==> config.mk <==
export PLATFORM = sky130hd
export DESIGN_NAME = last_note_priority_key_stack_top
export DESIGN_NICKNAME = d
export VERILOG_FILES = /design/src/design/lnpks_pkg.sv /design/src/design/lnpks_sdiv.sv /design/src/design/last_note_priority_key_stack_top.sv
export VERILOG_INCLUDE_DIRS = /design/src /design/src/design
export SDC_FILE = /design/constraint.sdc
export NUM_CORES = 1
export LEC_CHECK = 0
export ABC_AREA = 1
export BUFFER_PORTS_ARGS = -buffer_cell sky130_fd_sc_hd__buf_2
export CAP_MARGIN = 25
export CELL_PAD_IN_SITES_DETAIL_PLACEMENT = 2
export CELL_PAD_IN_SITES_GLOBAL_PLACEMENT = 2
export CORE_ASPECT_RATIO = 0.9
export CORE_MARGIN = 3
export CORE_UTILIZATION = 25
export CTS_BUF_LIST = sky130_fd_sc_hd__clkbuf_4
export DETAILED_ROUTE_END_ITERATION = 16
export HOLD_SLACK_MARGIN = 0.03
export PLACE_DENSITY = 0.62
export SLEW_MARGIN = 20
export SYNTH_ARGS = -nofsm -noshare
export SYNTH_HDL_FRONTEND = slang
export SYNTH_HIERARCHICAL = 1
export SYNTH_SLANG_ARGS = --single-unit
==> constraint.sdc <==
create_clock -name clk_i -period 7.9 [get_ports clk_i]
set_input_delay 0.79 -clock clk_i [delete_from_list [all_inputs] [get_ports clk_i]]
set_output_delay 0.79 -clock clk_i [all_outputs]
set_load 0.05 [all_outputs]
==> src/design/last_note_priority_key_stack_top_assert.svh <==
// Assertion macros for the key stack block.
// Used by last_note_priority_key_stack_top.sv; no other dependencies.
`ifndef LAST_NOTE_PRIORITY_KEY_STACK_TOP_ASSERT_SVH
`define LAST_NOTE_PRIORITY_KEY_STACK_TOP_ASSERT_SVH

`ifndef SYNTH
`define LNPKS_ASSERT(label, clk, rst_n, prop, msg) \
  label: assert property (@(posedge clk) disable iff (!rst_n) prop) else $error(msg);
`define LNPKS_ASSERT_NEVER(label, clk, rst_n, expr, msg) \
  label: assert property (@(posedge clk) disable iff (!rst_n) !(expr)) else $error(msg);
`else
`define LNPKS_ASSERT(label, clk, rst_n, prop, msg)
`define LNPKS_ASSERT_NEVER(label, clk, rst_n, expr, msg)
`endif

`endif

==> src/design/lnpks_pkg.sv <==
// Shared constants, types and states for the key stack block.
// No dependencies; imported by lnpks_sdiv and last_note_priority_key_stack_top.
`default_nettype none

package lnpks_pkg;

  localparam int unsigned STACK_DEPTH        = 8;
  localparam int unsigned SAMPLES_PER_PERIOD = 32;
  localparam int unsigned NUM_KEYS           = 8;
  localparam int unsigned KEY_W              = 3;
  localparam int unsigned FREQ_W             = 15;
  localparam logic [FREQ_W-1:0] FREQ_RESET   = 15'd440;
  localparam int unsigned DAC_CLOCK_HZ       = 25 * 1000000;
  localparam int unsigned TIMEOUT_W          = 25;

  localparam int unsigned CNT_W = $clog2(STACK_DEPTH + 1);
  localparam int unsigned IDX_W = (STACK_DEPTH > 1) ? $clog2(STACK_DEPTH) : 1;

  localparam int unsigned DIVIDEND  = DAC_CLOCK_HZ / SAMPLES_PER_PERIOD;
  localparam int unsigned DIVD_W    = $clog2(DIVIDEND + 1);
  localparam int unsigned REM_W     = FREQ_W + 1;
  localparam int unsigned BITCNT_W  = $clog2(DIVD_W + 1);

  localparam int unsigned CFG_IDX_W  = 4;
  localparam int unsigned CFG_DATA_W = 16;

  localparam logic CMD_PRESS   = 1'b0;
  localparam logic CMD_RELEASE = 1'b1;

  typedef logic [KEY_W-1:0] key_t;

  typedef struct packed {
    logic              start;
    logic [FREQ_W-1:0] divisor;
  } div_req_t;

  typedef struct packed {
    logic              done;
    logic [DIVD_W-1:0] quotient;
  } div_rsp_t;

  typedef enum logic [2:0] {
    ST_IDLE,
    ST_EXEC,
    ST_SCAN,
    ST_LOAD,
    ST_DIV,
    ST_EMIT
  } state_e;

endpackage

`default_nettype wire

==> src/design/lnpks_sdiv.sv <==
// Bit-serial restoring divider: fixed dividend over a key frequency.
// Depends on lnpks_pkg.
`default_nettype none

module lnpks_sdiv (
  input  wire logic                 clk_i,
  input  wire logic                 rst_ni,
  input  wire lnpks_pkg::div_req_t  req_i,
  output lnpks_pkg::div_rsp_t       rsp_o
);
  import lnpks_pkg::*;

  logic                busy_q, busy_d;
  logic                done_q, done_d;
  logic [BITCNT_W-1:0] cnt_q, cnt_d;
  logic [REM_W-1:0]    rem_q, rem_d;
  logic [DIVD_W-1:0]   quo_q, quo_d;
  logic [FREQ_W-1:0]   div_q, div_d;

  logic [REM_W-1:0]    trial;
  logic                ge;

  assign trial = {rem_q[REM_W-2:0], quo_q[DIVD_W-1]};
  assign ge    = (trial >= {1'b0, div_q});

  always_comb begin
    busy_d = busy_q;
    done_d = 1'b0;
    cnt_d  = cnt_q;
    rem_d  = rem_q;
    quo_d  = quo_q;
    div_d  = div_q;
    if (req_i.start) begin
      busy_d = 1'b1;
      cnt_d  = BITCNT_W'(DIVD_W);
      rem_d  = '0;
      quo_d  = DIVD_W'(DIVIDEND);
      div_d  = req_i.divisor;
    end else if (busy_q) begin
      // shift one dividend bit in, subtract when it fits
      rem_d = ge ? (trial - {1'b0, div_q}) : trial;
      quo_d = {quo_q[DIVD_W-2:0], ge};
      cnt_d = cnt_q - BITCNT_W'(1);
      if (cnt_q == BITCNT_W'(1)) begin
        busy_d = 1'b0;
        done_d = 1'b1;
      end
    end
  end

  always_ff @(posedge clk_i or negedge rst_ni) begin
    if (!rst_ni) begin
      busy_q <= 1'b0;
      done_q <= 1'b0;
      cnt_q  <= '0;
    end else begin
      busy_q <= busy_d;
      done_q <= done_d;
      cnt_q  <= cnt_d;
    end
  end

  always_ff @(posedge clk_i) begin
    rem_q <= rem_d;
    quo_q <= quo_d;
    div_q <= div_d;
  end

  assign rsp_o.done     = done_q;
  assign rsp_o.quotient = quo_q;

endmodule

`default_nettype wire

==> src/design/last_note_priority_key_stack_top.sv <==
// Last-note-priority key stack: held-key stack, frequency registers, result word.
// Depends on lnpks_pkg, lnpks_sdiv and last_note_priority_key_stack_top_assert.svh.
//
//   port group   dir  handshake                     payload
//   s_axis       in   s_axis_tvalid/s_axis_tready   tuser: command; tdata: key
//   m_axis       out  m_axis_tvalid/m_axis_tready   tuser: note_active; tdata: key, timeout
//   cfg          in   cfg_valid_i/cfg_ready_o       cfg_index_i, cfg_data_i
//
// A word reaches the result register from the load state when the stack ends empty or
// the key frequency is zero, else from the divide state after 20 quotient bits and the divider's done flag.
// A release adds a scan of one stack entry per cycle, over up to 8 entries.
// Reset clears the held count and sets every frequency to 440.
// A word waiting on m_axis does not block the next accepted word; the block
// holds in its emit state only until the output register frees.
`default_nettype none
`include "last_note_priority_key_stack_top_assert.svh"

module last_note_priority_key_stack_top (
  input  wire logic                                clk_i,
  input  wire logic                                rst_ni,
  input  wire logic                                s_axis_tvalid,
  output logic                                     s_axis_tready,
  input  wire logic [7:0]                          s_axis_tdata,  // [2:0] key, rest zero
  input  wire logic [0:0]                          s_axis_tuser,  // [0] command
  output logic                                     m_axis_tvalid,
  input  wire logic                                m_axis_tready,
  output logic [31:0]                              m_axis_tdata,  // [2:0] current_key,
                                                                  // [27:3] timeout_count
  output logic [0:0]                               m_axis_tuser,  // [0] note_active
  input  wire logic                                cfg_valid_i,
  output logic                                     cfg_ready_o,
  input  wire logic [lnpks_pkg::CFG_IDX_W-1:0]     cfg_index_i,
  input  wire logic [lnpks_pkg::CFG_DATA_W-1:0]    cfg_data_i
);
  import lnpks_pkg::*;

  state_e             state_q, state_d;
  logic [CNT_W-1:0]   count_q, count_d;
  logic [IDX_W-1:0]   idx_q, idx_d;
  key_t               stack_q [STACK_DEPTH];
  key_t               stack_d [STACK_DEPTH];
  logic [FREQ_W-1:0]  freq_q  [NUM_KEYS];

  logic               cmd_q, cmd_d;
  key_t               key_q, key_d;
  logic               res_active_q, res_active_d;
  key_t               res_key_q, res_key_d;
  logic [TIMEOUT_W-1:0] res_timeout_q, res_timeout_d;

  logic               out_valid_q, out_valid_d;
  logic               out_active_q, out_active_d;
  key_t               out_key_q, out_key_d;
  logic [TIMEOUT_W-1:0] out_timeout_q, out_timeout_d;

  logic               push_en, rm_en;
  logic               match, scan_last;
  logic [FREQ_W-1:0]  top_freq;
  div_req_t           div_req;
  div_rsp_t           div_rsp;

  assign match     = (stack_q[idx_q] == key_q);
  assign scan_last = ((CNT_W'(idx_q) + CNT_W'(1)) >= count_q);
  assign top_freq  = freq_q[stack_q[0]];

  lnpks_sdiv u_sdiv (
    .clk_i  (clk_i),
    .rst_ni (rst_ni),
    .req_i  (div_req),
    .rsp_o  (div_rsp)
  );

  always_comb begin
    state_d       = state_q;
    count_d       = count_q;
    idx_d         = idx_q;
    cmd_d         = cmd_q;
    key_d         = key_q;
    res_active_d  = res_active_q;
    res_key_d     = res_key_q;
    res_timeout_d = res_timeout_q;
    out_valid_d   = out_valid_q;
    out_active_d  = out_active_q;
    out_key_d     = out_key_q;
    out_timeout_d = out_timeout_q;
    push_en       = 1'b0;
    rm_en         = 1'b0;
    div_req.start   = 1'b0;
    div_req.divisor = top_freq;
    s_axis_tready = (state_q == ST_IDLE);

    if (m_axis_tready) begin
      out_valid_d = 1'b0;
    end

    case (state_q)
      ST_IDLE: begin
        if (s_axis_tvalid) begin
          cmd_d   = s_axis_tuser[0];
          key_d   = s_axis_tdata[KEY_W-1:0];
          state_d = ST_EXEC;
        end
      end
      ST_EXEC: begin
        idx_d = '0;
        if (cmd_q == CMD_PRESS) begin
          if (count_q < CNT_W'(STACK_DEPTH)) begin
            push_en = 1'b1;
            count_d = count_q + CNT_W'(1);
          end
          state_d = ST_LOAD;
        end else if (count_q == '0) begin
          state_d = ST_LOAD;
        end else begin
          state_d = ST_SCAN;
        end
      end
      ST_SCAN: begin
        if (match) begin
          rm_en   = 1'b1;
          count_d = count_q - CNT_W'(1);
          state_d = ST_LOAD;
        end else if (scan_last) begin
          state_d = ST_LOAD;
        end else begin
          idx_d = idx_q + IDX_W'(1);
        end
      end
      ST_LOAD: begin
        res_key_d    = stack_q[0];
        res_active_d = (count_q != '0);
        if (count_q == '0) begin
          res_key_d     = '0;
          res_timeout_d = '0;
          state_d       = ST_EMIT;
        end else if (top_freq == '0) begin
          res_timeout_d = TIMEOUT_W'(DAC_CLOCK_HZ);
          state_d       = ST_EMIT;
        end else begin
          div_req.start = 1'b1;
          state_d       = ST_DIV;
        end
      end
      ST_DIV: begin
        if (div_rsp.done) begin
          res_timeout_d = TIMEOUT_W'(div_rsp.quotient);
          state_d       = ST_EMIT;
        end
      end
      ST_EMIT: begin
        if (!out_valid_q || m_axis_tready) begin
          out_valid_d   = 1'b1;
          out_active_d  = res_active_q;
          out_key_d     = res_key_q;
          out_timeout_d = res_timeout_q;
          state_d       = ST_IDLE;
        end
      end
      default: begin
        state_d = ST_IDLE;
      end
    endcase
  end

  // push shifts every entry up; remove closes the gap above the match
  always_comb begin
    for (int j = 0; j < STACK_DEPTH; j++) begin
      stack_d[j] = stack_q[j];
    end
    if (push_en) begin
      stack_d[0] = key_q;
      for (int j = 1; j < STACK_DEPTH; j++) begin
        stack_d[j] = stack_q[j-1];
      end
    end else if (rm_en) begin
      for (int j = 0; j < STACK_DEPTH - 1; j++) begin
        if (IDX_W'(j) >= idx_q) begin
          stack_d[j] = stack_q[j+1];
        end
      end
    end
  end

  always_ff @(posedge clk_i or negedge rst_ni) begin
    if (!rst_ni) begin
      state_q     <= ST_IDLE;
      count_q     <= '0;
      idx_q       <= '0;
      out_valid_q <= 1'b0;
    end else begin
      state_q     <= state_d;
      count_q     <= count_d;
      idx_q       <= idx_d;
      out_valid_q <= out_valid_d;
    end
  end

  always_ff @(posedge clk_i or negedge rst_ni) begin
    if (!rst_ni) begin
      for (int k = 0; k < NUM_KEYS; k++) begin
        freq_q[k] <= FREQ_RESET;
      end
    end else if (cfg_valid_i && (cfg_index_i < CFG_IDX_W'(NUM_KEYS))) begin
      freq_q[cfg_index_i[KEY_W-1:0]] <= cfg_data_i[FREQ_W-1:0];
    end
  end

  always_ff @(posedge clk_i) begin
    for (int j = 0; j < STACK_DEPTH; j++) begin
      stack_q[j] <= stack_d[j];
    end
    cmd_q         <= cmd_d;
    key_q         <= key_d;
    res_active_q  <= res_active_d;
    res_key_q     <= res_key_d;
    res_timeout_q <= res_timeout_d;
    out_active_q  <= out_active_d;
    out_key_q     <= out_key_d;
    out_timeout_q <= out_timeout_d;
  end

  assign cfg_ready_o     = 1'b1;
  assign m_axis_tvalid   = out_valid_q;
  assign m_axis_tuser[0] = out_active_q;
  assign m_axis_tdata    = {4'b0, out_timeout_q, out_key_q};

  `LNPKS_ASSERT_NEVER(a_count_bound, clk_i, rst_ni, count_q > CNT_W'(STACK_DEPTH), "held count beyond stack depth")
  `LNPKS_ASSERT(a_push, clk_i, rst_ni, push_en |=> (stack_q[0] == $past(key_q)) && (count_q == $past(count_q) + CNT_W'(1)), "push did not land on top")
  `LNPKS_ASSERT(a_remove, clk_i, rst_ni, rm_en |=> (count_q == $past(count_q) - CNT_W'(1)), "remove did not drop one entry")
  `LNPKS_ASSERT(a_idle_word, clk_i, rst_ni, (out_valid_q && !out_active_q) |-> (out_key_q == '0) && (out_timeout_q == '0), "empty stack word not zero")
  `LNPKS_ASSERT(a_div_wait, clk_i, rst_ni, div_rsp.done |-> (state_q == ST_DIV), "divider done outside divide wait")

endmodule

`default_nettype wire
==> out/metrics.yaml <==
status: "finished clean"
first_iter_violations: 376
ctsResizeCount: 0
routedWlPerCell_um: 16.3
slowest_stage: "clkinv_1"
finalCoreUtilization_pct: 29.5
die_x_um: 246
path_common_cell: "nand2_1"
drcViolationCount: 0
dieHeight_um: 222
grt_pass1_wl_um: 63800
yosys_warnings: 6
boundaryPins: 70
tightest_slew_ps: 980
leakage_nw: 7.16
std_cell_rows: 78
worst_skew_pair.late_latency_ps: 790
port_buffers: 57
period_share_pct: 54.0
grt_max_degree: 72
vdd.ir_drop.worst_mv: 0.0920
cts_tree: "built"
rsz0062_at_grt: "false"
grt-ovfl-total: 0
min_path_type: "in -> reg"
finalSetupTns_ps: 0
hold_violations: 0
criticalPathCategory: "reg -> reg"
clock_skew_ps: 47.5
cts_buffers: 80
crit_path_cell_trace: "buf_4 > clkinv_1 > buf_4 > nand3_1 > nand2_1 > nand2_1 > nand2_1 > nor2_1 > nand2_1 > nor2_1 > nand2_1 > and3_1 > nor2_2 > buf_4 > nand2_1 > nor2_1 > nand2_1 > nand3_1"
synth-seq-area-share_pct: 54.2
cp_top_family: "simple AND/OR/NAND/NOR gates"
power_density_nw_per_um2: 375
antenna_found_initial: 1
setup_slack_ps: 3630
num_vias: 10500
slew_headroom_pct: 34.6
critical_path_peak_fanout: 34
dieArea_um2: 54400
gp_congestion: 0.735
critical_path_arrival_ps: 4980
cp-end-kind: "flop"
ys_seq_elements: 266
setup_viol: 0
synth_cells: 1549
cp.buffers_inverters: 4
fin_nets: 1701
area_growth_pct: 16.0
layout_common_cells: "nand2_1 (501), inv_1 (228), o21ai_0 (158), clkbuf_4 (131), dfrtp_1 (98)"
clockBufferDepth: 3
via_per_inst: 4.39
clk_pin_slew_ps: 60
dr.pass1.iters: 5
ys_types: 47
start_kind: "flop"
synth_area_um2: 12900
crit_path_max_incr_delay_ps: 660
cp.required_ps: 8610
grt_use_total_pct: 14.8
cts_root_buf: "clkbuf_4"
drive_above_1_share_pct: 16.8
post-place-ws_ps: 3430
holdWs_ps: 190
place_hpwl_um: 24900
h-tree-depth: 3
fmax_ghz: 0.234
antenna_left: 0
final_common_cell: "nand2_1"
slew_violations: 0
core-area_um2: 50700
cts_sinks: 266
drt_wl_total_um: 38800
start_util_pct: 25.4
grt_pass1_vias: 11800
cap_viol_max_count: 0
synth.avg_cell_area_um2: 8.34
post-route-min-period_ps: 4270
registers in the layout (all words and copies together) (netlist names), 4 cells and up:
signal and flops:
stack_q 24, u_sdiv/cnt_q 5, u_sdiv/quo_q 20, count_q 4, res_timeout_q 21, u_sdiv/rem_q 15
out_timeout_q 21, u_sdiv/div_q 15, freq_q 120
metal layers:
| metal | share of wire (%) | global-route usage (%) |
|---|---|---|
| met1 | 47 | 18.9 |
| met2 | 48 | 24.7 |
| met4 | 2.1 | 5.35 |
| met5 | 0 | 0 |
| met3 | 3.4 | 2.84 |
cells in the mapped netlist (all sizes together):
cell,n,share of area [%]
a21o,1,0.058
a21oi,24,0.96
a22oi,12,0.70
and2,1,0.068
and3,1,0.048
buf,38,2.1
clkbuf,33,0.96
clkinv,1,0.029
conb,2,0.058
dfrtp,98,19
dfstp,40,8.1
dfxtp,35,5.4
edfxtp,93,22
fa,2,0.31
ha,26,2.5
inv,237,6.9
nand2,510,15
nand3,72,3.0
nand3b,2,0.12
nand4,6,0.41
nor2,90,2.7
nor3,9,0.65
nor4,2,0.097
o211ai,15,0.91
o21a,4,0.23
o21ai,171,6.6
o22ai,8,0.39
o31ai,2,0.12
or2,2,0.097
xnor2,8,0.54
xor2,4,0.27
final timing paths:
check / startpoint / to / slack, ps / depth (start not counted)
setup / recovery: stack_q[0][1] / u_sdiv/rem_q[13] / 3630 / 18
hold / removal: s_axis_tuser / cmd_q / 190 / 1
setup reg to reg: stack_q[0][1] / u_sdiv/rem_q[13] / 3630 / 18
hold reg to reg: res_timeout_q[10] / out_timeout_q[10] / 420 / 0
max in group asynchronous: rst_ni / freq_q[20] / 6130 / 4
min in group asynchronous: rst_ni / freq_q[71] / 590 / 2
power breakdown:
group,switching [mW],total [mW],internal [mW]
Sequential,0.229,2.13,1.90
Combinational,1.39,2.03,0.640
Clock,0.646,1.46,0.818
Total,2.26,5.62,3.36
kinds of logic after synthesis:
family | after synthesis | share of synthesized area, %
compound gates | 237 | 9.99
other cells | 2 | 0.0582
fa+ha+maj | 28 | 2.83
flops | 266 | 54.2
simple gates | 695 | 22.1
buf+inv | 309 | 9.98
xor+xnor | 12 | 0.814
layout make-up:
cell class,instances,area (µm²)
multi-input combinational,978,4660
timing repair buffer,75,449
sequential,266,7000
antenna,1,2.50
clock buffer,131,983
clock inverter,18,145
inverter,238,896
fill,5910,35800
tap,680,851
through the flow:
step           total power [mW]  area, µm²  cells
2_1_floorplan              3.61      12900   1553
3_3_place_gp               4.12      13800   2235
3_5_place_dp               4.22      13800   2235
4_1_cts                    5.76      14900   2385
5_1_grt                    6.16      15000   2387
6_report                   5.62      15000   2387
what timing repair did:
action	CTS	global route
hold endpoints to repair	44	0
buffers inserted	0	0
hold buffers	1	0
(Power assumes the default switching activity.)
